**config.mk**
```make
export PLATFORM = sky130hd
export DESIGN_NAME = particle_pool_engine_flat
export DESIGN_NICKNAME = d
export VERILOG_FILES = /design/src/sv/ppe_pkg.sv /design/src/sv/ppe_if.sv /design/src/sv/particle_pool_engine.sv /design/src/sv/ppe_cell.sv /design/src/sv/ppe_div.sv /design/src/flat_wrapper.sv
export SDC_FILE = /design/constraint.sdc
export NUM_CORES = 2
export LEC_CHECK = 0
export BUFFER_PORTS_ARGS = -buffer_cell sky130_fd_sc_hd__buf_4
export CAP_MARGIN = 15
export CORE_MARGIN = 4
export CORE_UTILIZATION = 62
export CTS_BUF_LIST = sky130_fd_sc_hd__clkbuf_4 sky130_fd_sc_hd__clkbuf_8 sky130_fd_sc_hd__clkbuf_16
export CTS_CLUSTER_DIAMETER = 50
export DETAILED_ROUTE_END_ITERATION = 6
export PLACE_DENSITY = 0.75
export SLEW_MARGIN = 15
export SYNTH_ARGS = -nofsm -noshare
export SYNTH_HDL_FRONTEND = slang
export SYNTH_SLANG_ARGS = --single-unit
export TNS_END_PERCENT = 30
```
**constraint.sdc**
```tcl
create_clock -name clk_i -period 32.1 [get_ports clk_i]
set_input_delay 3.21 -clock clk_i [delete_from_list [all_inputs] [get_ports clk_i]]
set_output_delay 3.21 -clock clk_i [all_outputs]
set_load 0.02 [all_outputs]
```
**src/sv/ppe_pkg.sv**
```systemverilog
`timescale 1ns / 1ps
package ppe_pkg;

  localparam int unsigned PoolSizeDef = 64;
  localparam int unsigned MaxRec      = 64;
  localparam int unsigned OneQ12      = 4096;

  // command codes
  typedef enum logic {
    CMD_TICK = 1'b0,
    CMD_EMIT = 1'b1
  } cmd_e;

  // register indexes
  localparam logic [2:0] REG_BASE_VEL   = 3'd0;
  localparam logic [2:0] REG_VEL_SPREAD = 3'd1;
  localparam logic [2:0] REG_BASE_COLOR = 3'd2;
  localparam logic [2:0] REG_LIFE_TIME  = 3'd3;
  localparam logic [2:0] REG_SIZE_BEGIN = 3'd4;
  localparam logic [2:0] REG_SIZE_END   = 3'd5;
  localparam logic [2:0] REG_SIZE_SPRD  = 3'd6;
  localparam logic [2:0] REG_FADE_STYLE = 3'd7;

  typedef struct packed {
    logic        cmd;
    logic [15:0] time_step;
    logic signed [23:0] emit_x;
    logic signed [23:0] emit_y;
    logic signed [7:0]  rand_vx;
    logic signed [7:0]  rand_vy;
    logic signed [7:0]  rand_size;
  } in_item_t;

  typedef struct packed {
    logic [5:0]  slot;
    logic signed [23:0] offset_x;
    logic signed [23:0] offset_y;
    logic [23:0] color_rgb;
    logic [12:0] alpha;
    logic [15:0] draw_size;
    logic        none_active;
    logic        last;
  } out_item_t;

  // one particle as it travels along the chain of cells
  typedef struct packed {
    logic        active;
    logic signed [23:0] pos_x;
    logic signed [23:0] pos_y;
    logic signed [16:0] vel_x;
    logic signed [16:0] vel_y;
    logic signed [16:0] life_left;
    logic [15:0] life_total;
    logic [15:0] start_size;
    logic [15:0] final_size;
    logic [23:0] color;
    logic        fade;
  } part_t;

  function automatic logic signed [23:0] sat24(input logic signed [25:0] v);
    logic signed [23:0] r;
    if (v > 26'sd8388607) r = 24'sh7FFFFF;
    else if (v < -26'sd8388608) r = 24'sh800000;
    else r = v[23:0];
    return r;
  endfunction

endpackage

```
**src/sv/ppe_if.sv**
```systemverilog
`timescale 1ns / 1ps
interface ppe_if #(parameter type T = logic) ();
  logic valid;
  logic ready;
  T     data;
  modport source (output valid, output data, input ready);
  modport sink   (input valid, input data, output ready);
endinterface

```
**src/sv/particle_pool_engine.sv**
```systemverilog
`timescale 1ns / 1ps
// Particle pool engine.
// Input channel in_if carries an item of command, time_step, emitter position
// and three random values; output channel out_if carries render records.
// Configuration goes through an APB port, register i at byte address 4*i.
// An emit item first rotates the ring of POOL_SIZE cells until the slot for
// the next emit (taken round robin) sits at the head, then writes it in
// ST_EMIT_MUL and ST_EMIT_WR. A tick item rotates the ring until slot 0 is at
// the head, updates every slot in turn (ST_UPD_MUL, ST_UPD_WR), then rotates
// once more to report in slot order: each active particle goes through the
// serial life division, alpha and size, then the record. The serial divider
// and the single head read port set the pace of the report pass.
// One item is worked on at a time; in_if.ready is low until it is done.
// Records wait in an output register; while the receiver stalls the engine
// holds. A tick with no active particle gives one record with none_active.
// Reset clears all active marks, the ring pointer and the registers to
// their defaults; no clearing pass is needed.
module particle_pool_engine #(
  parameter int unsigned POOL_SIZE = ppe_pkg::PoolSizeDef
) (
  input  logic        clk_i,
  input  logic        rst_ni,
  ppe_if.sink         in_if,
  ppe_if.source       out_if,
  input  logic        psel,
  input  logic        penable,
  input  logic        pwrite,
  input  logic [4:0]  paddr,
  input  logic [31:0] pwdata,
  output logic [31:0] prdata,
  output logic        pready
);
  import ppe_pkg::*;

  localparam int unsigned SlotW = (POOL_SIZE > 1) ? $clog2(POOL_SIZE) : 1;
  localparam int unsigned CntW  = $clog2(POOL_SIZE + 1);

  // configuration registers
  logic [31:0] base_vel_q, vel_spread_q;
  logic [23:0] base_color_q;
  logic [15:0] life_time_q, size_begin_q, size_end_q, size_spread_q;
  logic        fade_style_q;
  logic [2:0]  reg_idx;
  logic        wr_en;

  assign pready  = 1'b1;
  assign reg_idx = paddr[4:2];
  assign wr_en   = psel && penable && pwrite;

  always_ff @(posedge clk_i or negedge rst_ni) begin
    if (!rst_ni) begin
      base_vel_q    <= '0;
      vel_spread_q  <= '0;
      base_color_q  <= 24'hFFFFFF;
      life_time_q   <= 16'd4096;
      size_begin_q  <= 16'd2560;
      size_end_q    <= '0;
      size_spread_q <= '0;
      fade_style_q  <= 1'b0;
    end else if (wr_en) begin
      case (reg_idx)
        REG_BASE_VEL:   base_vel_q    <= pwdata;
        REG_VEL_SPREAD: vel_spread_q  <= pwdata;
        REG_BASE_COLOR: base_color_q  <= pwdata[23:0];
        REG_LIFE_TIME:  life_time_q   <= pwdata[15:0];
        REG_SIZE_BEGIN: size_begin_q  <= pwdata[15:0];
        REG_SIZE_END:   size_end_q    <= pwdata[15:0];
        REG_SIZE_SPRD:  size_spread_q <= pwdata[15:0];
        REG_FADE_STYLE: fade_style_q  <= pwdata[0];
        default: ;
      endcase
    end
  end

  always_comb begin
    case (reg_idx)
      REG_BASE_VEL:   prdata = base_vel_q;
      REG_VEL_SPREAD: prdata = vel_spread_q;
      REG_BASE_COLOR: prdata = {8'd0, base_color_q};
      REG_LIFE_TIME:  prdata = {16'd0, life_time_q};
      REG_SIZE_BEGIN: prdata = {16'd0, size_begin_q};
      REG_SIZE_END:   prdata = {16'd0, size_end_q};
      REG_SIZE_SPRD:  prdata = {16'd0, size_spread_q};
      REG_FADE_STYLE: prdata = {31'd0, fade_style_q};
      default:        prdata = '0;
    endcase
  end

  // ring of cells; head is cell 0, the ring shifts toward it
  part_t ring_in  [POOL_SIZE];
  part_t ring_out [POOL_SIZE];
  part_t head_new;
  logic  shift;

  for (genvar g = 0; g < POOL_SIZE; g++) begin : g_cell
    ppe_cell u_cell (
      .clk_i  (clk_i),
      .rst_ni (rst_ni),
      .shift_i(shift),
      .part_i (ring_in[g]),
      .part_o (ring_out[g])
    );
    if (g == POOL_SIZE - 1) begin : g_tail
      assign ring_in[g] = head_new;
    end else begin : g_mid
      assign ring_in[g] = ring_out[g + 1];
    end
  end

  typedef enum logic [3:0] {
    ST_IDLE, ST_SEEK, ST_EMIT_MUL, ST_EMIT_WR,
    ST_UPD_MUL, ST_UPD_WR, ST_REP_PICK, ST_REP_DIV, ST_REP_ALPHA1,
    ST_REP_ALPHA2, ST_REP_SIZE, ST_REP_OUT, ST_REP_WAIT, ST_EMPTY
  } state_e;

  state_e state_q;
  in_item_t item_q;
  logic [SlotW-1:0] next_slot_q, rot_q;   // rot_q: slot number sitting at head
  logic [SlotW-1:0] seek_tgt;
  logic [CntW-1:0]  step_q;
  logic [6:0]       nrec_q;
  logic             any_q;
  out_item_t        rec_q;
  logic             out_valid_q, out_valid_d;
  logic             rec_load;

  // products
  logic signed [24:0] mvx_q, mvy_q, msz_q;
  logic signed [33:0] dvx_q, dvy_q;
  logic [12:0] life_q, t_q;
  logic [25:0] t2_q;
  logic [12:0] alpha_q;
  logic [15:0] size_q;
  logic        div_start, div_done;
  logic [12:0] div_quo;

  part_t head;
  assign head = ring_out[0];

  ppe_div u_div (
    .clk_i  (clk_i),
    .rst_ni (rst_ni),
    .start_i(div_start),
    .num_i  (head.life_left),
    .den_i  (head.life_total),
    .done_o (div_done),
    .quo_o  (div_quo)
  );

  assign in_if.ready  = (state_q == ST_IDLE);
  assign out_if.valid = out_valid_q;
  assign out_if.data  = rec_q;

  // emits seek their slot, ticks start from slot 0 so records come in slot order
  assign seek_tgt = (item_q.cmd == CMD_EMIT) ? next_slot_q : '0;

  // output register load and hold
  assign rec_load = (state_q == ST_REP_OUT || state_q == ST_EMPTY)
                    && (!out_valid_q || out_if.ready);
  assign out_valid_d = rec_load || (out_valid_q && !out_if.ready);

  // combinational helpers
  logic signed [25:0] npx, npy;
  logic signed [16:0] nlife;
  logic signed [17:0] nvx, nvy;
  logic signed [17:0] nsz;
  logic signed [17:0] sdiff;
  logic signed [31:0] sprod;
  logic signed [17:0] dsize;
  logic signed [25:0] offx, offy;
  logic [38:0] a3;
  logic        last_slot;

  assign last_slot = (step_q == CntW'(POOL_SIZE - 1));
  assign nlife = head.life_left - $signed({1'b0, item_q.time_step});
  assign npx = 26'(head.pos_x) + 26'(dvx_q >>> 12);
  assign npy = 26'(head.pos_y) + 26'(dvy_q >>> 12);
  assign nvx = 18'($signed(base_vel_q[15:0])) + 18'(mvx_q >>> 8);
  assign nvy = 18'($signed(base_vel_q[31:16])) + 18'(mvy_q >>> 8);
  assign nsz = $signed({2'b0, size_begin_q}) + 18'(msz_q >>> 8);
  assign sdiff = $signed({2'b0, head.start_size}) - $signed({2'b0, head.final_size});
  assign sprod = $signed({1'b0, life_q}) * sdiff;
  assign dsize = $signed({2'b0, head.final_size}) + 18'(sprod >>> 12);
  assign offx = 26'(head.pos_x) - $signed({11'd0, size_q[15:1]});
  assign offy = 26'(head.pos_y) - $signed({11'd0, size_q[15:1]});
  assign a3 = 39'(t2_q) * 39'(13'(OneQ12) - t_q);

  assign div_start = (state_q == ST_REP_PICK) && head.active && (nrec_q < 7'(MaxRec))
                     && (head.life_total != '0);

  // shift enable and the particle re-entering at the tail
  always_comb begin
    shift    = 1'b0;
    head_new = head;
    case (state_q)
      ST_SEEK: shift = (rot_q != seek_tgt);
      ST_EMIT_WR: begin
        shift               = 1'b1;
        head_new.active     = 1'b1;
        head_new.pos_x      = item_q.emit_x;
        head_new.pos_y      = item_q.emit_y;
        head_new.vel_x      = nvx[16:0];
        head_new.vel_y      = nvy[16:0];
        head_new.life_left  = {1'b0, life_time_q};
        head_new.life_total = life_time_q;
        head_new.start_size = nsz[17] ? 16'd0 : (nsz[16] ? 16'hFFFF : nsz[15:0]);
        head_new.final_size = size_end_q;
        head_new.color      = base_color_q;
        head_new.fade       = fade_style_q;
      end
      ST_UPD_WR: begin
        shift = 1'b1;
        if (head.active) begin
          head_new.life_left = nlife;
          head_new.pos_x     = sat24(npx);
          head_new.pos_y     = sat24(npy);
          head_new.active    = (nlife > 17'sd0);
        end
      end
      ST_REP_PICK: shift = !(head.active && nrec_q < 7'(MaxRec));
      ST_REP_WAIT: shift = !out_valid_q || out_if.ready;
      default: ;
    endcase
  end

  // sequencer
  always_ff @(posedge clk_i or negedge rst_ni) begin
    if (!rst_ni) begin
      state_q     <= ST_IDLE;
      next_slot_q <= '0;
      rot_q       <= '0;
      step_q      <= '0;
      nrec_q      <= '0;
      any_q       <= 1'b0;
      out_valid_q <= 1'b0;
    end else begin
      out_valid_q <= out_valid_d;
      if (shift) rot_q <= (rot_q == SlotW'(POOL_SIZE - 1)) ? '0 : rot_q + 1'b1;
      case (state_q)
        ST_IDLE: begin
          if (in_if.valid) begin
            step_q <= '0;
            nrec_q <= '0;
            any_q  <= 1'b0;
            state_q <= ST_SEEK;
          end
        end
        ST_SEEK: begin
          if (rot_q == seek_tgt) begin
            state_q <= (item_q.cmd == CMD_EMIT) ? ST_EMIT_MUL : ST_UPD_MUL;
          end
        end
        ST_EMIT_MUL: state_q <= ST_EMIT_WR;
        ST_EMIT_WR: begin
          next_slot_q <= (next_slot_q == SlotW'(POOL_SIZE - 1)) ? '0 : next_slot_q + 1'b1;
          state_q     <= ST_IDLE;
        end
        ST_UPD_MUL: state_q <= ST_UPD_WR;
        ST_UPD_WR: begin
          step_q <= last_slot ? '0 : step_q + 1'b1;
          state_q <= last_slot ? ST_REP_PICK : ST_UPD_MUL;
        end
        ST_REP_PICK: begin
          if (head.active && nrec_q < 7'(MaxRec)) begin
            if (head.life_total == '0) begin
              life_q  <= 13'(OneQ12);
              state_q <= ST_REP_ALPHA1;
            end else begin
              state_q <= ST_REP_DIV;
            end
          end else begin
            step_q <= step_q + 1'b1;
            if (last_slot) state_q <= any_q ? ST_IDLE : ST_EMPTY;
          end
        end
        ST_REP_DIV: if (div_done) begin
          life_q  <= div_quo;
          state_q <= ST_REP_ALPHA1;
        end
        ST_REP_ALPHA1: state_q <= ST_REP_ALPHA2;
        ST_REP_ALPHA2: state_q <= ST_REP_SIZE;
        ST_REP_SIZE:   state_q <= ST_REP_OUT;
        ST_REP_OUT: if (!out_valid_q || out_if.ready) begin
          any_q  <= 1'b1;
          nrec_q <= nrec_q + 7'd1;
          state_q <= ST_REP_WAIT;
        end
        ST_REP_WAIT: if (!out_valid_q || out_if.ready) begin
          step_q <= step_q + 1'b1;
          state_q <= last_slot ? ST_IDLE : ST_REP_PICK;
        end
        ST_EMPTY: if (!out_valid_q || out_if.ready) begin
          state_q <= ST_IDLE;
        end
        default: state_q <= ST_IDLE;
      endcase
    end
  end

  // last flag: set once the walk finds no further reportable slot, or at record MaxRec
  logic [POOL_SIZE-1:0] act_vec;
  logic later_any;
  always_comb begin
    for (int k = 0; k < POOL_SIZE; k++) act_vec[k] = ring_out[k].active;
    later_any = 1'b0;
    for (int k = 1; k < POOL_SIZE; k++)
      if (CntW'(k) < CntW'(POOL_SIZE) - step_q) later_any |= act_vec[k];
  end

  logic last_q;
  always_ff @(posedge clk_i or negedge rst_ni) begin
    if (!rst_ni) last_q <= 1'b0;
    else if (state_q == ST_REP_SIZE) last_q <= !later_any || (nrec_q == 7'(MaxRec - 1));
  end

  // datapath registers
  always_ff @(posedge clk_i) begin
    if (state_q == ST_IDLE && in_if.valid) item_q <= in_if.data;
    mvx_q <= $signed({1'b0, vel_spread_q[15:0]}) * item_q.rand_vx;
    mvy_q <= $signed({1'b0, vel_spread_q[31:16]}) * item_q.rand_vy;
    msz_q <= $signed({1'b0, size_spread_q}) * item_q.rand_size;
    dvx_q <= head.vel_x * $signed({1'b0, item_q.time_step});
    dvy_q <= head.vel_y * $signed({1'b0, item_q.time_step});
    t_q   <= 13'(OneQ12) - life_q;
    t2_q  <= 26'(t_q) * 26'(t_q);
    // t squared is registered from t, so it is ready in the cycle after t
    if (state_q == ST_REP_SIZE) alpha_q <= head.fade ? 13'(a3 >> 23) : life_q;
    if (state_q == ST_REP_ALPHA2)
      size_q <= dsize[17] ? 16'd0 : (dsize[16] ? 16'hFFFF : dsize[15:0]);
    if (state_q == ST_REP_OUT && rec_load) begin
      rec_q.slot        <= 6'(rot_q);
      rec_q.offset_x    <= sat24(offx);
      rec_q.offset_y    <= sat24(offy);
      rec_q.color_rgb   <= head.color;
      rec_q.alpha       <= alpha_q;
      rec_q.draw_size   <= size_q;
      rec_q.none_active <= 1'b0;
      rec_q.last        <= last_q;
    end
    if (state_q == ST_EMPTY && rec_load) begin
      rec_q <= '{slot: '0, offset_x: '0, offset_y: '0, color_rgb: '0, alpha: '0,
                 draw_size: '0, none_active: 1'b1, last: 1'b1};
    end
  end
endmodule

```
**src/sv/ppe_cell.sv**
```systemverilog
`timescale 1ns / 1ps
// one pool slot: holds a particle and passes it to its neighbor when the ring rotates
module ppe_cell (
  input  logic           clk_i,
  input  logic           rst_ni,
  input  logic           shift_i,
  input  ppe_pkg::part_t part_i,
  output ppe_pkg::part_t part_o
);
  import ppe_pkg::*;

  logic  active_q;
  part_t part_q;

  // active bit is control, rest is payload
  always_ff @(posedge clk_i or negedge rst_ni) begin
    if (!rst_ni) begin
      active_q <= 1'b0;
    end else if (shift_i) begin
      active_q <= part_i.active;
    end
  end

  always_ff @(posedge clk_i) begin
    if (shift_i) begin
      part_q <= part_i;
    end
  end

  always_comb begin
    part_o        = part_q;
    part_o.active = active_q;
  end
endmodule

```
**src/sv/ppe_div.sv**
```systemverilog
`timescale 1ns / 1ps
// restoring divider: floor(num * 4096 / den) clamped to 4096, one quotient bit per cycle
module ppe_div (
  input  logic        clk_i,
  input  logic        rst_ni,
  input  logic        start_i,
  input  logic [16:0] num_i,
  input  logic [15:0] den_i,
  output logic        done_o,
  output logic [12:0] quo_o
);
  import ppe_pkg::*;

  localparam int unsigned NBits = 29;

  logic [28:0] num_q;
  logic [16:0] rem_q;
  logic [15:0] den_q;
  logic [4:0]  cnt_q;
  logic        busy_q, done_q;
  logic [17:0] trial;
  logic [16:0] rem_sh;

  assign rem_sh = {rem_q[15:0], num_q[28]};
  assign trial  = {1'b0, rem_sh} - {2'b0, den_q};

  always_ff @(posedge clk_i or negedge rst_ni) begin
    if (!rst_ni) begin
      busy_q <= 1'b0;
      done_q <= 1'b0;
      cnt_q  <= '0;
    end else begin
      done_q <= 1'b0;
      if (start_i) begin
        busy_q <= 1'b1;
        cnt_q  <= '0;
      end else if (busy_q) begin
        cnt_q <= cnt_q + 5'd1;
        if (cnt_q == 5'(NBits - 1)) begin
          busy_q <= 1'b0;
          done_q <= 1'b1;
        end
      end
    end
  end

  always_ff @(posedge clk_i) begin
    if (start_i) begin
      num_q <= {num_i, 12'd0};
      rem_q <= '0;
      den_q <= den_i;
    end else if (busy_q) begin
      if (!trial[17]) begin
        rem_q <= trial[16:0];
        num_q <= {num_q[27:0], 1'b1};
      end else begin
        rem_q <= rem_sh;
        num_q <= {num_q[27:0], 1'b0};
      end
    end
  end

  // quotient collects in the low bits of the shifted numerator, clamp to one
  assign done_o = done_q;
  assign quo_o  = (num_q[28:12] != '0 || num_q[11:0] > 12'(OneQ12 - 1)) ?
                  13'(OneQ12) : {1'b0, num_q[11:0]};
endmodule
```
**src/flat_wrapper.sv**
```systemverilog
// flat-port wrapper written by rule: the top's interface ports become plain ports
module particle_pool_engine_flat import ppe_pkg::*;
#(
  parameter int unsigned POOL_SIZE = ppe_pkg::PoolSizeDef
)
  (clk_i, rst_ni, psel, penable, pwrite, paddr, pwdata, prdata, pready, in_if_valid, in_if_data, in_if_ready, out_if_valid, out_if_data, out_if_ready);
  ppe_if in_if_i ();
  ppe_if out_if_i ();
  input  logic clk_i;
  input  logic rst_ni;
  input  logic psel;
  input  logic penable;
  input  logic pwrite;
  input  logic [4:0] paddr;
  input  logic [31:0] pwdata;
  output logic [31:0] prdata;
  output logic pready;
  input wire logic [$bits(in_if_i.valid)-1:0] in_if_valid;
  input wire logic [$bits(in_if_i.data)-1:0] in_if_data;
  output wire logic [$bits(in_if_i.ready)-1:0] in_if_ready;
  output wire logic [$bits(out_if_i.valid)-1:0] out_if_valid;
  output wire logic [$bits(out_if_i.data)-1:0] out_if_data;
  input wire logic [$bits(out_if_i.ready)-1:0] out_if_ready;
  assign in_if_i.valid = in_if_valid;
  assign in_if_i.data = in_if_data;
  assign in_if_ready = in_if_i.ready;
  assign out_if_valid = out_if_i.valid;
  assign out_if_data = out_if_i.data;
  assign out_if_i.ready = out_if_ready;
  particle_pool_engine #(.POOL_SIZE(POOL_SIZE)) u_core (.clk_i(clk_i), .rst_ni(rst_ni), .in_if(in_if_i), .out_if(out_if_i), .psel(psel), .penable(penable), .pwrite(pwrite), .paddr(paddr), .pwdata(pwdata), .prdata(prdata), .pready(pready));
endmodule
```
After elaboration in Yosys (flattened, before gate mapping)
Cells that the tools add are included.
{"block": "word_totals", "reg_bits": 9102, "input_bits": 45, "out_inout_bits": 36, "elab_cells": 915}
{"block": "op_classes", "n_addsub": 6, "mul": 1, "order_cmp": 69, "eq_ne": 32, "muxes": 107, "n_bitwise": 62, "n_reduce_logical": 40}
{"operator": "$pmux W32 S8", "count": 1}
{"operator": "$lt A6 B7 Y1 const A", "count": 32}
{"operator": "$lt A5 B7 Y1 const A", "count": 16}
{"operator": "$pmux W49 S2", "count": 1}
{"operator": "$mux W24", "count": 4}
{"operator": "$mux W73", "count": 1}
{"operator": "$mux W1", "count": 71}
{"operator": "$or A1 B1 Y1", "count": 62}
{"operator": "$lt A4 B7 Y1 const A", "count": 8}
{"operator": "$pmux W4 S13", "count": 1}
{"operator": "$mux W49", "count": 1}
{"operator": "$gt A24 B24 Y1 const B", "count": 2}
{"operator": "$lt A24 B24 Y1 const B", "count": 2}
{"operator": "$mux W16", "count": 3}
{"operator": "$mux W4", "count": 10}
{"operator": "$mux W7", "count": 5}
{"operator": "$lt A3 B7 Y1 const A", "count": 4}
{"operator": "$pmux W7 S4", "count": 1}
{"operator": "$eq A4 B4 Y1 const B", "count": 6}
{"operator": "$add A16 B9 Y17", "count": 1}
{"operator": "$gt A17 B1 Y1 const B", "count": 1}
{"operator": "$mul A16 B1 Y17", "count": 1}
{"operator": "$eq A4 B3 Y1 const B", "count": 4}
{"operator": "$logic_not A16 Y1", "count": 1}
{"operator": "40 further kinds", "count": 78}

Longest topological paths before layout
{"block": "logic_depth", "ltp_word": 129, "mapped_depth": 13, "depth_no_buf": 10}

Cells and area by module
A second synthesis with hierarchy kept.
{"block": "hier_totals", "hier_cells": 12976, "area_unflattened_um2": 349614.1}
{"module": "ppe_cell", "instances": 64, "cells_per_inst": 175, "area_per_inst_um2": 5212.5, "seq_area_each_um2": 5190.0}
{"module": "particle_pool_engine", "instances": 1, "cells_per_inst": 1409, "area_per_inst_um2": 12235.5, "seq_area_each_um2": 4748.3}
{"module": "ppe_div", "instances": 1, "cells_per_inst": 367, "area_per_inst_um2": 3778.6, "seq_area_each_um2": 1726.7}

Worst setup path before layout
Ideal clock, no wire load.
{"block": "synth_timing", "kind": "input -> register", "start": "input out_if_ready", "end": "register u_core.g_cell[60].u_cell.active_q", "setup_ns": 0.181, "arrival_time_ns": 31.808, "required_ns": 31.919, "setup_slack_ns": 0.111, "cell_stages": 10, "path_buffers": 3, "cell_sequence": "nand2b_1 > nand2_1 > mux2_2 > o311a_1 > and2_1 > clkbuf_1 > clkinv_1 > buf_2 > buf_2 > mux2_2"}
{"block": "synth_via", "elab_chain_len": 2}
{"element": "start, declared", "line_no": "flat_wrapper.sv:23", "text": "input wire logic [$bits(out_if_i.ready)-1:0] out_if_ready;"}
{"element": "$logic_or A1 B1 Y1", "line_no": "particle_pool_engine.sv:221", "text": "ST_REP_WAIT: shift = !out_valid_q || out_if.ready;"}
{"element": "$pmux W1 S4", "line_no": "particle_pool_engine.sv:195", "text": "case (state_q)"}
{"element": "named net u_core.g_cell[0].u_cell.shift_i", "line_no": "ppe_cell.sv:6", "text": "input logic shift_i,"}
{"element": "end signal, assigned", "line_no": "ppe_cell.sv:20", "text": "active_q <= part_i.active;"}
{"element": "end, declared", "line_no": "ppe_cell.sv:12", "text": "logic active_q;"}
The timed path passes the listed nets, and every way through them passes these cells.
A chain may end at the register's enable or synchronous reset.

Final worst setup path
{"block": "layout_timing", "start": "input out_if_ready", "end": "register u_core.g_cell[36].u_cell.part_q (netlist bit u_core.g_cell[36].u_cell.part_o[84]), enable pin"}
{"block": "layout_via", "elab_chain_len": 2}
{"element": "$logic_or A1 B1 Y1", "line_no": "particle_pool_engine.sv:221"}
{"element": "$pmux W1 S4", "line_no": "particle_pool_engine.sv:195"}
{"element": "end signal, assigned", "line_no": "ppe_cell.sv:26", "text": "part_q <= part_i;"}
{"element": "end, declared", "line_no": "ppe_cell.sv:13", "text": "part_t part_q;"}
No other way between the ends.

==> parameters.txt <==
Parameter                              Value

Global routing
  Antenna violations before repair    11
  Pin count of the biggest net entering global routing    between 200 and 250
  Via count of the first global-routing pass    ~31000
  Overflow left after global routing    0
  Global-route wire length before repair    196000 um
  Total GRT Usage    0.203

STA
  Worst slew pin tran    approximately 1.2 ns
  Final sum of negative setup slack    0 ns
  Clock Skews    around 0.035 ns
  Worst slew margin relative to its limit    0.197
  Count of final max-slew check failures    0
  Max Clock Freq    around 120 MHz
  Count of endpoints failing setup in the final report    0
  Share of the clock period used by the worst path after layout    0.270
  Hold Fails Final Rpt    0
  Min Hold Slack    0.404 ns
  Setup repair after global routing missed its margin    no
  Post-route minimum period    8.65 ns

Min path
  Worst hold path cell count    0
  Path category of the worst min-delay check    register to register
  Launch instance of the worst min-delay path    u_core.g_cell[16].u_cell.part_o[68]$_DFFE_PP_
  Worst min-delay path endpoint    u_core.g_cell[15].u_cell.part_o[68]$_DFFE_PP_

Power and ir drop
  Switching power    between 2 and 2.5 mW
  Total internal power    6.23 mW
  Worst ir drop on vdd    roughly 120 uV
  Cell area power density    101 nW/um2
  Switching part of the total    0.283
  Clock power share    0.302
  Static power due to leakage    roughly 25 nW
  Sequential group share of total power    0.545
  Combinational group share of total power    0.153

Die
  Num ports    81
  Number of core rows    about 130
  Die extent in y    ~360 um
  Floorplan Core Area    about 120000 um2
  Total Die Area    between 100000 and 150000 um2
  Horizontal die dimension    around 360 um
  Effective utilization at floorplan    0.626

Clocking
  TritonCTS sink count    2364
  Max clock buf depth    3
  TritonCTS clock tree    built
  Post-cts sizing count    0
  Inserted Clock Buffers    ~210
  Post-CTS Hold Fix Bufs    0
  Buffers inserted during post-CTS setup optimization    0
  Root buffer cell    sky130_fd_sc_hd__clkbuf_16
  Clock insertion delay at the later pin of the skew report    around 0.84 ns
  Number of levels the H-tree was split into    4
  Clk pin slew, worst setup/hold paths    0.06 ns

Critical path
  Worst Path Required    approximately 33 ns
  Maximum net fanout on the critical path    200
  Crit path max-delay family    buffers and inverters
  Nature of the critical path endpoint    register
  CP max stage cell    sky130_fd_sc_hd__buf_4
  Bufs and invs on worst path    6
  Sort of element at the start of the critical path    input port
  Most frequent cell on the critical path    sky130_fd_sc_hd__buf_4
  CP peak stage delay    roughly 0.96 ns
  Depth of the most critical reg-to-reg path    9
  FF-to-FF setup slack    about 25 ns
  Worst r2r src    u_core.state_q[1]$_DFFE_PN0P_
  Crit path arrival time    just over 9 ns
  Cell-by-cell trace of the critical path    buf_4, nand2b_1, nand2_1, mux2_2, o311a_1, and2_1, inv_8, buf_4, buf_4, buf_12, buf_4
  End of the worst register-to-register path    u_core.g_cell[36].u_cell.part_o[84]$_DFFE_PP_
  Critical path class    input port to register

Synth
  Cell type with the largest total area after synthesis    sky130_fd_sc_hd__edfxtp_1
  Netlist area before placement    ~76000 um2
  Area share of the largest cell type after synthesis    0.831
  Unique masters post-synth    75
  Post-synth EDFFs    about 2100
  Post-synth net total    ~3400
  Post-synthesis sequential area ratio    0.914
  Synthesized area per cell    approximately 23 um2
  Dominant register cell in the synthesized netlist    sky130_fd_sc_hd__edfxtp_1
  Count of warnings emitted by yosys    0
  Async SR Flop Fraction    0.106
  Seq cells post-synth    ~2400
  Top area cells in the synthesized netlist    sky130_fd_sc_hd__edfxtp_1 (83%), sky130_fd_sc_hd__dfrtp_1 (7.3%), sky130_fd_sc_hd__mux2_2 (3.1%)
  Number of instances in the synthesized netlist    about 3300

Detailed routing
  Total iterations of the first detailed-routing run    7
  Number of antenna-violating nets in the routed design    0
  Number of DRC violations after detailed routing    0
  Routed vias/inst    5.73
  Number of vias in the routed layout    roughly 30000
  Final Routed Wirelength    between 100000 and 150000 um
  Routed len/inst    ~24 um
  Detailed router's first-iteration violation count    between 3000 and 4000

Placed design
  Cell count after placement    4964
  Gp weighted congestion    roughly 0.85
  Final HPWL DP    ~57000 um
  Number of buffers added on ports    76
  Placed instance area    ~80000 um2

Layout
  Post-route insts no fill    5366
  Sequential cell area in the final layout    69800 um2
  Post-route cell area    about 86000 um2
  Most common cell after layout, fill and taps aside    sky130_fd_sc_hd__edfxtp_1
  # nets final    3605
  Commonest cells after routing, fill and taps aside    sky130_fd_sc_hd__edfxtp_1 (2112), sky130_fd_sc_hd__dfrtp_1 (224), sky130_fd_sc_hd__clkbuf_16 (217)
  Signed area change from the synthesized netlist to the final layout    12.9%
  Share of layout cells above drive strength 1    0.196
  Filler Cell Count    approximately 6800
  Multi-input logic area    roughly 6200 um2

Job
  Number of max-cap violations    0

Run status
  Run status    completed
==> cells in the mapped netlist, types with 5 or more instances <==
| cell type | n |
|---|---|
| sky130_fd_sc_hd__edfxtp_1 | 2112 |
| sky130_fd_sc_hd__dfrtp_1 | 224 |
| sky130_fd_sc_hd__mux2_2 | 212 |
| sky130_fd_sc_hd__nand2_1 | 133 |
| sky130_fd_sc_hd__nor2_1 | 98 |
| sky130_fd_sc_hd__a21oi_1 | 61 |
| sky130_fd_sc_hd__o21ai_0 | 52 |
| sky130_fd_sc_hd__clkbuf_1 | 50 |
| sky130_fd_sc_hd__mux2i_1 | 32 |
| sky130_fd_sc_hd__dfstp_2 | 27 |
| sky130_fd_sc_hd__nor2b_1 | 20 |
| sky130_fd_sc_hd__nor4_1 | 20 |
| sky130_fd_sc_hd__nor3_1 | 17 |
| sky130_fd_sc_hd__inv_1 | 16 |
| sky130_fd_sc_hd__nand3_1 | 14 |
| sky130_fd_sc_hd__and3_1 | 13 |
| sky130_fd_sc_hd__buf_1 | 12 |
| sky130_fd_sc_hd__buf_2 | 12 |
| sky130_fd_sc_hd__o22ai_1 | 12 |
| sky130_fd_sc_hd__a22o_1 | 11 |
| sky130_fd_sc_hd__mux4_2 | 10 |
| sky130_fd_sc_hd__nand4_1 | 10 |
| sky130_fd_sc_hd__or3_1 | 9 |
| sky130_fd_sc_hd__a31oi_1 | 8 |
| sky130_fd_sc_hd__nand2b_1 | 8 |
| sky130_fd_sc_hd__o21a_1 | 8 |
| sky130_fd_sc_hd__ha_1 | 7 |
| sky130_fd_sc_hd__and2_1 | 6 |
| sky130_fd_sc_hd__or2_2 | 6 |
| sky130_fd_sc_hd__xnor2_1 | 6 |
| sky130_fd_sc_hd__nor3b_1 | 5 |
| sky130_fd_sc_hd__o31ai_1 | 5 |
==> per-stage QoR <==
stage,power [mW],utilization,setup slack [ns]
final,8.69,0.706,23.45
after global routing,9.08,0.706,22.96
after CTS,8.78,0.706,23.44
after detailed placement,6.09,0.647,22.61
after global placement,6.03,0.647,22.74
after floorplan,6.89,-,0.111
==> routing by layer <==
layer / vias to the layer above / share of wire / routed length (um) / GRT usage
li1: 13500 / - / - / -
met1: 15900 / 0.43 / 55600 / 0.297
met2: 1161 / 0.47 / 61500 / 0.310
met3: 239 / 0.070 / 9050 / 0.0449
met4: 4 / 0.029 / 3830 / 0.0728
met5: - / 0.00021 / 27 / 0
==> kinds of logic (layout without fill, tap and decap cells) <==
logic type,after synthesis,in the layout,synth area share
multiplexers,254,254,0.0384
buffers and inverters,95,524,0.00508
adder cells (fa/ha/maj),7,7,0.00115
other,1,3,0.0000491
AO/OA/AOI/OAI,209,209,0.0172
AND/OR/NAND/NOR,368,368,0.0226
flip-flops,2364,2364,0.914
XOR/XNOR,12,12,0.00172
==> worst max-delay path by stage <==
stage / start / to / slack (ns) / cells past startpoint
CTS: paddr[4] / prdata[0] / 23.44 / 7
finish: out_if_ready / u_core.g_cell[36].u_cell.part_o[84]$_DFFE_PP_ / 23.45 / 11
global route: out_if_ready / u_core.g_cell[14].u_cell.part_o[63]$_DFFE_PP_ / 22.96 / 11
global placement: out_if_ready / u_core.g_cell[35].u_cell.part_o[79]$_DFFE_PP_ / 22.74 / 11
detailed placement: out_if_ready / u_core.g_cell[35].u_cell.part_o[86]$_DFFE_PP_ / 22.61 / 11
floorplan: out_if_ready / u_core.g_cell[60].u_cell.active_q$_DFFE_PN0P_ / 0.11 / 10
==> final cells by class <==
cell class              instances  area share
diodes                          2   0.0000581
clock buffers                 263      0.0674
clock inverters               137      0.0166
inverters                      17    0.000827
multi-input cells             851      0.0724
flip-flops and latches       2364       0.809
well taps                    1625      0.0236
repair buffers                107     0.00988
==> flip-flops by register name, summed over array words and instances (netlist names), 4 cells and up <==
register,flops
u_core.size_begin_q,16
u_core.vel_spread_q,32
u_core.base_vel_q,32
u_core.g_cell.u_cell.active_q,64
u_core.g_cell.u_cell.part_o,2112
u_core.rot_q,6
u_core.u_div.cnt_q,5
u_core.state_q,4
u_core.size_spread_q,16
u_core.size_end_q,16
u_core.step_q,7
u_core.nrec_q,7
u_core.base_color_q,24
u_core.life_time_q,16
==> power by group through the flow <==
stage                     Sequential (mW)  Clock [mW]  Combinational, mW
final                                4.73        2.63               1.33
after global routing                 4.78        2.83               1.47
after CTS                            4.74        2.69               1.35
after detailed placement             4.76           0               1.33
after global placement               4.74           0               1.29
after floorplan                      6.14           0              0.745
(Power assumes the default switching activity.)
